==> src/rtl/core/mbps_pkg.sv <==
// ----------------------------------------------------------------------------
// mbps_pkg
// Shared types and constants for the masked byte pattern scanner.
// ----------------------------------------------------------------------------
package mbps_pkg;

  localparam int DEF_MAX_PATTERN_BYTES = 16;
  localparam int DEF_ADDRESS_BITS      = 48;

  localparam int BYTE_BITS      = 8;
  localparam int CFG_BYTES      = 16;  // pattern bytes held in the registers
  localparam int CFG_BYTE_BITS  = 4;   // index into the configured pattern bytes
  localparam int PAT_POS_BITS   = 7;   // pattern position, covers up to 128 cells
  localparam int CFG_INDEX_BITS = 3;
  localparam int CFG_DATA_BITS  = 64;
  localparam int COUNT_BITS     = 16;
  localparam int LENGTH_BITS    = 5;

  localparam logic [15:0] CARE_MASK_RESET = 16'hFFFF;

  typedef enum logic [CFG_INDEX_BITS-1:0] {
    CFG_PATTERN_LOW  = 3'd0,
    CFG_PATTERN_HIGH = 3'd1,
    CFG_CARE_MASK    = 3'd2,
    CFG_PATTERN_LEN  = 3'd3,
    CFG_MAX_MATCHES  = 3'd4
  } cfg_reg_t;

  // pattern byte a cell compares against, and whether it counts
  typedef struct packed {
    logic                 cared;
    logic [BYTE_BITS-1:0] value;
  } cell_ref_t;

endpackage

==> src/rtl/core/mbps_cell.sv <==
// ----------------------------------------------------------------------------
// mbps_cell
// One window byte: holds it, hands it to the next cell, compares the byte
// it takes in against its pattern byte.
// ----------------------------------------------------------------------------
module mbps_cell
  import mbps_pkg::*;
(
  input  logic                 clk,
  input  logic                 shift,
  input  logic [BYTE_BITS-1:0] byte_in,
  input  cell_ref_t            ref_in,
  output logic [BYTE_BITS-1:0] byte_out,
  output logic                 mismatch
);

  logic [BYTE_BITS-1:0] held;

  always_ff @(posedge clk) begin
    if (shift) begin
      held <= byte_in;
    end
  end

  assign byte_out = held;
  assign mismatch = ref_in.cared && (byte_in != ref_in.value);

endmodule

==> src/rtl/core/masked_byte_pattern_scanner.sv <==
// ----------------------------------------------------------------------------
// masked_byte_pattern_scanner
// Streams memory bytes through a row of compare cells and reports every
// (possibly overlapping) window that matches the masked pattern.
// ----------------------------------------------------------------------------
// One byte is taken per clock while s_tready is high; a match beat is registered
// in the output register, or in the skid while that is held. All byte compares
// run in parallel in the cell row, so the rate is one beat per cycle as long as
// the master side keeps up; a two-entry output stage (register plus skid) absorbs
// one stalled result before the slave side stops. No clearing pass after reset.
module masked_byte_pattern_scanner
  import mbps_pkg::*;
#(
  parameter int MAX_PATTERN_BYTES = DEF_MAX_PATTERN_BYTES,
  parameter int ADDRESS_BITS      = DEF_ADDRESS_BITS,
  localparam int InBits  = ((BYTE_BITS + ADDRESS_BITS + 7) / 8) * 8,
  localparam int OutBits = ((ADDRESS_BITS + COUNT_BITS + 7) / 8) * 8
)
(
  input  logic                      clk,
  input  logic                      rst,
  // slave side
  input  logic                      s_tvalid,
  output logic                      s_tready,
  input  logic [InBits-1:0]         s_tdata,   // data_byte, byte_address, zero pad
  input  logic [1:0]                s_tuser,   // region_first, scan_first
  // master side
  output logic                      m_tvalid,
  input  logic                      m_tready,
  output logic [OutBits-1:0]        m_tdata,   // match_address, match_index, zero pad
  output logic [0:0]                m_tuser,   // limit_reached
  // configuration writes
  input  logic                      cfg_valid,
  output logic                      cfg_ready,
  input  logic [CFG_INDEX_BITS-1:0] cfg_index,
  input  logic [CFG_DATA_BITS-1:0]  cfg_data
);

  localparam int FillBits = $clog2(MAX_PATTERN_BYTES + 1);

  // configuration
  logic [63:0]            pattern_low;
  logic [63:0]            pattern_high;
  logic [15:0]            care_mask;
  logic [LENGTH_BITS-1:0] pattern_length;
  logic [COUNT_BITS-1:0]  max_matches;

  // scan state
  logic [FillBits-1:0]    window_fill;
  logic [COUNT_BITS-1:0]  match_count;

  // output stage
  logic [ADDRESS_BITS-1:0] out_address, skid_address;
  logic [COUNT_BITS-1:0]   out_index, skid_index;
  logic                    out_limit, skid_limit;
  logic                    skid_valid;

  logic [BYTE_BITS-1:0]    data_byte;
  logic [ADDRESS_BITS-1:0] byte_address;
  logic                    region_first, scan_first;

  logic                    accept, out_fire;
  logic [FillBits-1:0]     len_eff, fill_cur, fill_next;
  logic [COUNT_BITS-1:0]   count_cur, count_inc, match_count_next;
  logic                    fill_ok, limit_block, hit, res_valid;
  logic [ADDRESS_BITS-1:0] res_address;
  logic                    res_limit;

  logic [BYTE_BITS-1:0]    pat_arr  [CFG_BYTES];
  logic [BYTE_BITS-1:0]    win      [MAX_PATTERN_BYTES];
  logic [MAX_PATTERN_BYTES-1:0] mismatch;

  assign data_byte    = s_tdata[BYTE_BITS-1:0];
  assign byte_address = s_tdata[BYTE_BITS +: ADDRESS_BITS];
  assign region_first = s_tuser[0];
  assign scan_first   = s_tuser[1];

  assign cfg_ready = 1'b1;
  assign s_tready  = !skid_valid;
  assign accept    = s_tvalid && s_tready;
  assign out_fire  = m_tvalid && m_tready;

  always_ff @(posedge clk) begin
    if (rst) begin
      pattern_low    <= '0;
      pattern_high   <= '0;
      care_mask      <= CARE_MASK_RESET;
      pattern_length <= LENGTH_BITS'(1);
      max_matches    <= '0;
    end else if (cfg_valid && cfg_ready) begin
      case (cfg_reg_t'(cfg_index))
        CFG_PATTERN_LOW:  pattern_low    <= cfg_data;
        CFG_PATTERN_HIGH: pattern_high   <= cfg_data;
        CFG_CARE_MASK:    care_mask      <= cfg_data[15:0];
        CFG_PATTERN_LEN:  pattern_length <= cfg_data[LENGTH_BITS-1:0];
        CFG_MAX_MATCHES:  max_matches    <= cfg_data[COUNT_BITS-1:0];
        default: ;
      endcase
    end
  end

  always_comb begin
    if (pattern_length == '0) begin
      len_eff = FillBits'(1);
    end else if (32'(pattern_length) > 32'(MAX_PATTERN_BYTES)) begin
      len_eff = FillBits'(MAX_PATTERN_BYTES);
    end else begin
      len_eff = FillBits'(pattern_length);
    end
  end

  always_comb begin
    for (int i = 0; i < CFG_BYTES; i++) begin
      if (i < 8) begin
        pat_arr[i] = pattern_low[i*BYTE_BITS +: BYTE_BITS];
      end else begin
        pat_arr[i] = pattern_high[(i-8)*BYTE_BITS +: BYTE_BITS];
      end
    end
  end

  // cell j takes in the byte j beats old; it lines up with pattern byte len-1-j
  for (genvar j = 0; j < MAX_PATTERN_BYTES; j++) begin : g_cell
    logic [PAT_POS_BITS-1:0] pos;
    cell_ref_t               cref;
    logic [BYTE_BITS-1:0]    byte_in;

    assign pos = PAT_POS_BITS'(len_eff) - PAT_POS_BITS'(j + 1);
    assign cref.cared = (32'(j) < 32'(len_eff)) && (32'(pos) < CFG_BYTES)
                        && care_mask[pos[CFG_BYTE_BITS-1:0]];
    assign cref.value = pat_arr[pos[CFG_BYTE_BITS-1:0]];

    if (j == 0) begin : g_head
      assign byte_in = data_byte;
    end else begin : g_body
      assign byte_in = win[j-1];
    end

    mbps_cell u_cell (
      .clk      (clk),
      .shift    (accept),
      .byte_in  (byte_in),
      .ref_in   (cref),
      .byte_out (win[j]),
      .mismatch (mismatch[j])
    );
  end

  always_comb begin
    fill_cur  = region_first ? '0 : window_fill;
    fill_next = (32'(fill_cur) >= 32'(MAX_PATTERN_BYTES)) ? fill_cur
                                                           : fill_cur + FillBits'(1);
    count_cur = scan_first ? '0 : match_count;
    count_inc = count_cur + COUNT_BITS'(1);
    fill_ok     = fill_next >= len_eff;
    limit_block = (max_matches != '0) && (count_cur >= max_matches);
    hit         = fill_ok && !limit_block && !(|mismatch);
    res_valid   = accept && hit;
    res_address = byte_address - (ADDRESS_BITS'(len_eff) - ADDRESS_BITS'(1));
    res_limit   = (max_matches != '0) && (count_inc == max_matches);
    match_count_next = hit ? count_inc : count_cur;
  end

  always_ff @(posedge clk) begin
    if (rst) begin
      window_fill <= '0;
      match_count <= '0;
    end else if (accept) begin
      window_fill <= fill_next;
      match_count <= match_count_next;
    end
  end

  always_ff @(posedge clk) begin
    if (rst) begin
      m_tvalid   <= 1'b0;
      skid_valid <= 1'b0;
    end else if (skid_valid) begin
      if (out_fire) begin
        skid_valid <= 1'b0;
      end
    end else if (res_valid) begin
      if (!m_tvalid || out_fire) begin
        m_tvalid <= 1'b1;
      end else begin
        skid_valid <= 1'b1;
      end
    end else if (out_fire) begin
      m_tvalid <= 1'b0;
    end
  end

  always_ff @(posedge clk) begin
    if (skid_valid) begin
      if (out_fire) begin
        out_address <= skid_address;
        out_index   <= skid_index;
        out_limit   <= skid_limit;
      end
    end else if (res_valid) begin
      if (!m_tvalid || out_fire) begin
        out_address <= res_address;
        out_index   <= count_cur;
        out_limit   <= res_limit;
      end else begin
        skid_address <= res_address;
        skid_index   <= count_cur;
        skid_limit   <= res_limit;
      end
    end
  end

  assign m_tdata = OutBits'({out_index, out_address});
  assign m_tuser = out_limit;

`ifndef NO_ASSERTIONS
  a_skid_behind_out: assert property (@(posedge clk) disable iff (rst)
    skid_valid |-> m_tvalid)
    else $error("skid entry held while output register empty");

  a_fill_bound: assert property (@(posedge clk) disable iff (rst)
    32'(window_fill) <= 32'(MAX_PATTERN_BYTES))
    else $error("window fill beyond cell count");

  a_count_step: assert property (@(posedge clk) disable iff (rst)
    (accept && !scan_first) |=> (match_count == $past(match_count))
      || (match_count == $past(match_count) + COUNT_BITS'(1)))
    else $error("match count moved by more than one");
`endif

endmodule

==> config.mk <==
export PLATFORM = sky130hd
export DESIGN_NAME = masked_byte_pattern_scanner
export DESIGN_NICKNAME = d
export VERILOG_FILES = /design/src/rtl/core/mbps_pkg.sv /design/src/rtl/core/mbps_cell.sv /design/src/rtl/core/masked_byte_pattern_scanner.sv
export SDC_FILE = /design/constraint.sdc
export NUM_CORES = 1
export LEC_CHECK = 0
export ABC_AREA = 0
export ABC_CLOCK_PERIOD_IN_PS = 18700
export CORE_AREA = 3 3 336 272
export DETAILED_ROUTE_END_ITERATION = 16
export DIE_AREA = 0 0 339 275
export DONT_BUFFER_PORTS = 1
export GPL_TIMING_DRIVEN = 0
export PLACE_DENSITY = 0.5
export SLEW_MARGIN = 20
export SYNTH_ARGS = -nofsm -noshare
export SYNTH_HDL_FRONTEND = slang
export SYNTH_SLANG_ARGS = --single-unit
==> constraint.sdc <==
create_clock -name clk -period 18.7 [get_ports clk]
set_input_delay 1.87 -clock clk [delete_from_list [all_inputs] [get_ports clk]]
set_output_delay 1.87 -clock clk [all_outputs]
set_load 0.02 [all_outputs]
==> qor.yml <==
outcome: "finished, final reports clean"
vias_per_cell: 5.78
hold_start: "g_cell[0].u_cell.byte_out[3]"
slowest_stage: "nor4_1"
synth_top_area_share_pct: 27.5
synth_enable_flop_cells: 250
cts_hold_buf: 0
drcViolationCount: 0
cts_max_path_buffers: 3
final_cell_mix: "nand2_1, edfxtp_1, a21oi_1, dfxtp_1, nor2_1"
crit_top_cell: "buf_4"
multiInputGateArea_mm2: 0.0152
rsz0062_at_grt: "false"
drt-total-wl_um: 112000
yosys_register_bits: 438
register_area_mm2: 0.0113
yosys_warnings: 0
grt_antenna_before_repair: 3
drv_slew: 0
timing.rr.end: "skid_address[21]"
syn_area_mm2: 0.0273
skew_ns: 0.0302
fin_crit_sh_pct: 44.5
first_iter_violations: 2925
setup_tns_ns: 0
synth_area_leaders: "edfxtp_1, dfxtp_1, mux4_2, nand2_1, mux2i_1"
dr.pass1.iters: 8
end_kind: "flop"
cp_num_buf_inv: 11
cts_resized: 0
synth_area_leader_cell: "edfxtp_1"
fin_cells: 4066
cts-htree-levels: 2
worstPathCellList: "buf_4 -> nor3_1 -> o21a_1 -> buf_4 -> buf_6 -> buf_2 -> buf_2 -> ha_1 -> clkbuf_1 -> clkbuf_1 -> mux4_2 -> o22ai_1 -> nor2_1 -> xor2_1 -> nor4_1 -> a21oi_1 -> nor4_1 -> and4_1 -> buf_4 -> nand3_4 -> nor3b_4 -> buf_8 -> buf_6 -> buf_8"
dp_hpwl_um: 88800
maxCapViolations: 0
vias: 23500
area_growth_pct: 14.0
die_w_um: 339
grt_pass1_wl_um: 158000
drive_gt1_share_pct: 11.1
rrSetupSlack_ns: 10.38
reg2reg_from: "pattern_length[1]"
cts_setup_buffers: 0
synth_cells: 2711
port_buffers: 0
fin_util_pct: 35.0
cp.arrival_ns: 8.63
setup_viol: 0
placed_cells_incl_taps: 3970
yosysSeqAreaShare_pct: 41.3
ir_drop_v: 0.0000640
core_area_mm2: 0.0887
drt-wirelength-per-cell_um: 27.6
async_flop_share_pct: 0
track_usage_pct: 23.1
cts_tree: "built"
gr-total-overflow: 0
num_io_pins: 198
tightest_slew_ns: 1.24
max_slew_margin_pct: 17.4
dieArea_mm2: 0.0932
required_ns: 19.01
num-nets-final: 3027
gp_congestion: 1.09
rows: 98
layout_commonest_cell: "nand2_1"
cpPeakStageDelay_ns: 0.90
min_path_type: "flop to flop"
fmax_ghz: 0.120
worst-setup-path-type: "flop to flop"
startpoint_type: "flop"
min_to: "g_cell[1].u_cell.byte_out[3]"
hold_depth: 0
synth.avg_cell_area_um2: 10.1
hold_viol: 0
min_period_ns: 8.32
finalPower_uw: 2560
cts_num_sinks: 438
die_h_um: 275
grt_pass1_vias: 21300
clk_latency_ns: 0.61
cp_max_fo: 12
ant_nets: 0
grt_max_degree: 54
synth.distinct_cells: 84
fill_cells: 9009
ys.flop_type: "edfxtp_1"
root_buffer: "clkbuf_16"
start_util_pct: 30.7
leakage_uw: 0.0112
r2r_cells: 24
cts_buffers: 50
powerDensity_mw_per_mm2: 82.3
path_clk_slew_ns: 0.06
critical-path-top-delay-family: "buffers and inverters"
## worst max path at each step
stage | from | end | slack (ns) | cells past startpoint
2_1_floorplan | s_tuser[1] | m_tuser | 10.10 | 17
3_3_place_gp | pattern_length[1] | out_address[22] | 6.04 | 21
3_5_place_dp | pattern_length[1] | skid_address[22] | 10.61 | 24
4_1_cts | pattern_length[1] | skid_address[21] | 10.59 | 24
5_1_grt | pattern_length[1] | skid_address[22] | 10.22 | 24
6_report | pattern_length[1] | skid_address[21] | 10.38 | 24
## flip-flops by register name (all words and copies together), names as in the netlist, 16 cells and up
name / flops
pattern_low: 64
g_cell.u_cell.byte_out: 120
match_count: 16
care_mask: 16
skid_index: 16
out_address: 48
out_index: 16
skid_address: 48
max_matches: 16
pattern_high: 64
## cell usage after synthesis (35+ instances only)
cell type	instances
mux4_2	100
a21o_1	35
nand2_1	439
nor2_1	163
xnor2_1	119
nand3_1	43
inv_1	51
mux2i_1	144
ha_1	72
a221oi_1	60
mux2_2	43
dfxtp_1	188
xor2_1	86
o22ai_1	121
edfxtp_1	250
a21oi_1	200
clkbuf_1	115
o21ai_0	52
## stage by stage
stage | hold WS (ns) | setup WS (ns) | instance area (um^2)
after floorplan | 0.442 | 10.10 | 27400
after detailed placement | 0.457 | 10.61 | 29200
after global placement | 0.455 | 6.04 | 28900
final | 0.469 | 10.38 | 31100
after CTS | 0.467 | 10.59 | 31000
after global routing | 0.472 | 10.22 | 31100
## cell families (layout without fill, tap and decap cells)
group	count (synthesis)	in the layout	synth area share, %
adders and majority gates	74	74	3.42
AOI/OAI and AO/OA	668	668	16.7
muxes	287	287	15.3
and+or+nand+nor	806	806	12.9
buffers and inverters	230	341	3.52
DFF	438	438	41.3
other	1	45	0.0138
xor gates and xnor gates	207	207	6.71
## power breakdown
group / leakage (uW) / total, uW / internal, uW / switching (uW)
clock: 0.000905 / 1130 / 709 / 422
combinational: 0.00642 / 335 / 125 / 210
sequential: 0.00390 / 1090 / 1060 / 33.6
total: 0.0112 / 2560 / 1890 / 666
## routing by layer
metal,GRT usage (%),share of wire (%)
met4,7.14,3.5
met3,8.54,12
met1,32.9,44
met2,32.2,40
met5,0,0.027
## worst register-to-register path, stage by stage, from the launching register on
cell and delay (ns):
dfxtp_1 0.30, buf_4 0.17, nor3_1 0.28, o21a_1 0.15
buf_4 0.24, buf_6 0.23, buf_2 0.47, buf_2 0.43
ha_1 0.18, clkbuf_1 0.56, clkbuf_1 0.74, mux4_2 0.56
o22ai_1 0.17, nor2_1 0.08, xor2_1 0.14, nor4_1 0.90
a21oi_1 0.16, nor4_1 0.41, and4_1 0.30, buf_4 0.22
nand3_4 0.19, nor3b_4 0.54, buf_8 0.23, buf_6 0.19
buf_8 0.18
## cell type report
class                   count  area share, %
repair buffers             18          0.725
clock inverters            29           1.68
plain buffers             173           2.41
multi-input cells        2086           49.0
well taps                1200           4.83
diodes                      1        0.00806
inverters                  57          0.689
flip-flops and latches    438           36.3
clock buffers              64           4.37
Note: power is estimated with default switching activity, not from simulation.
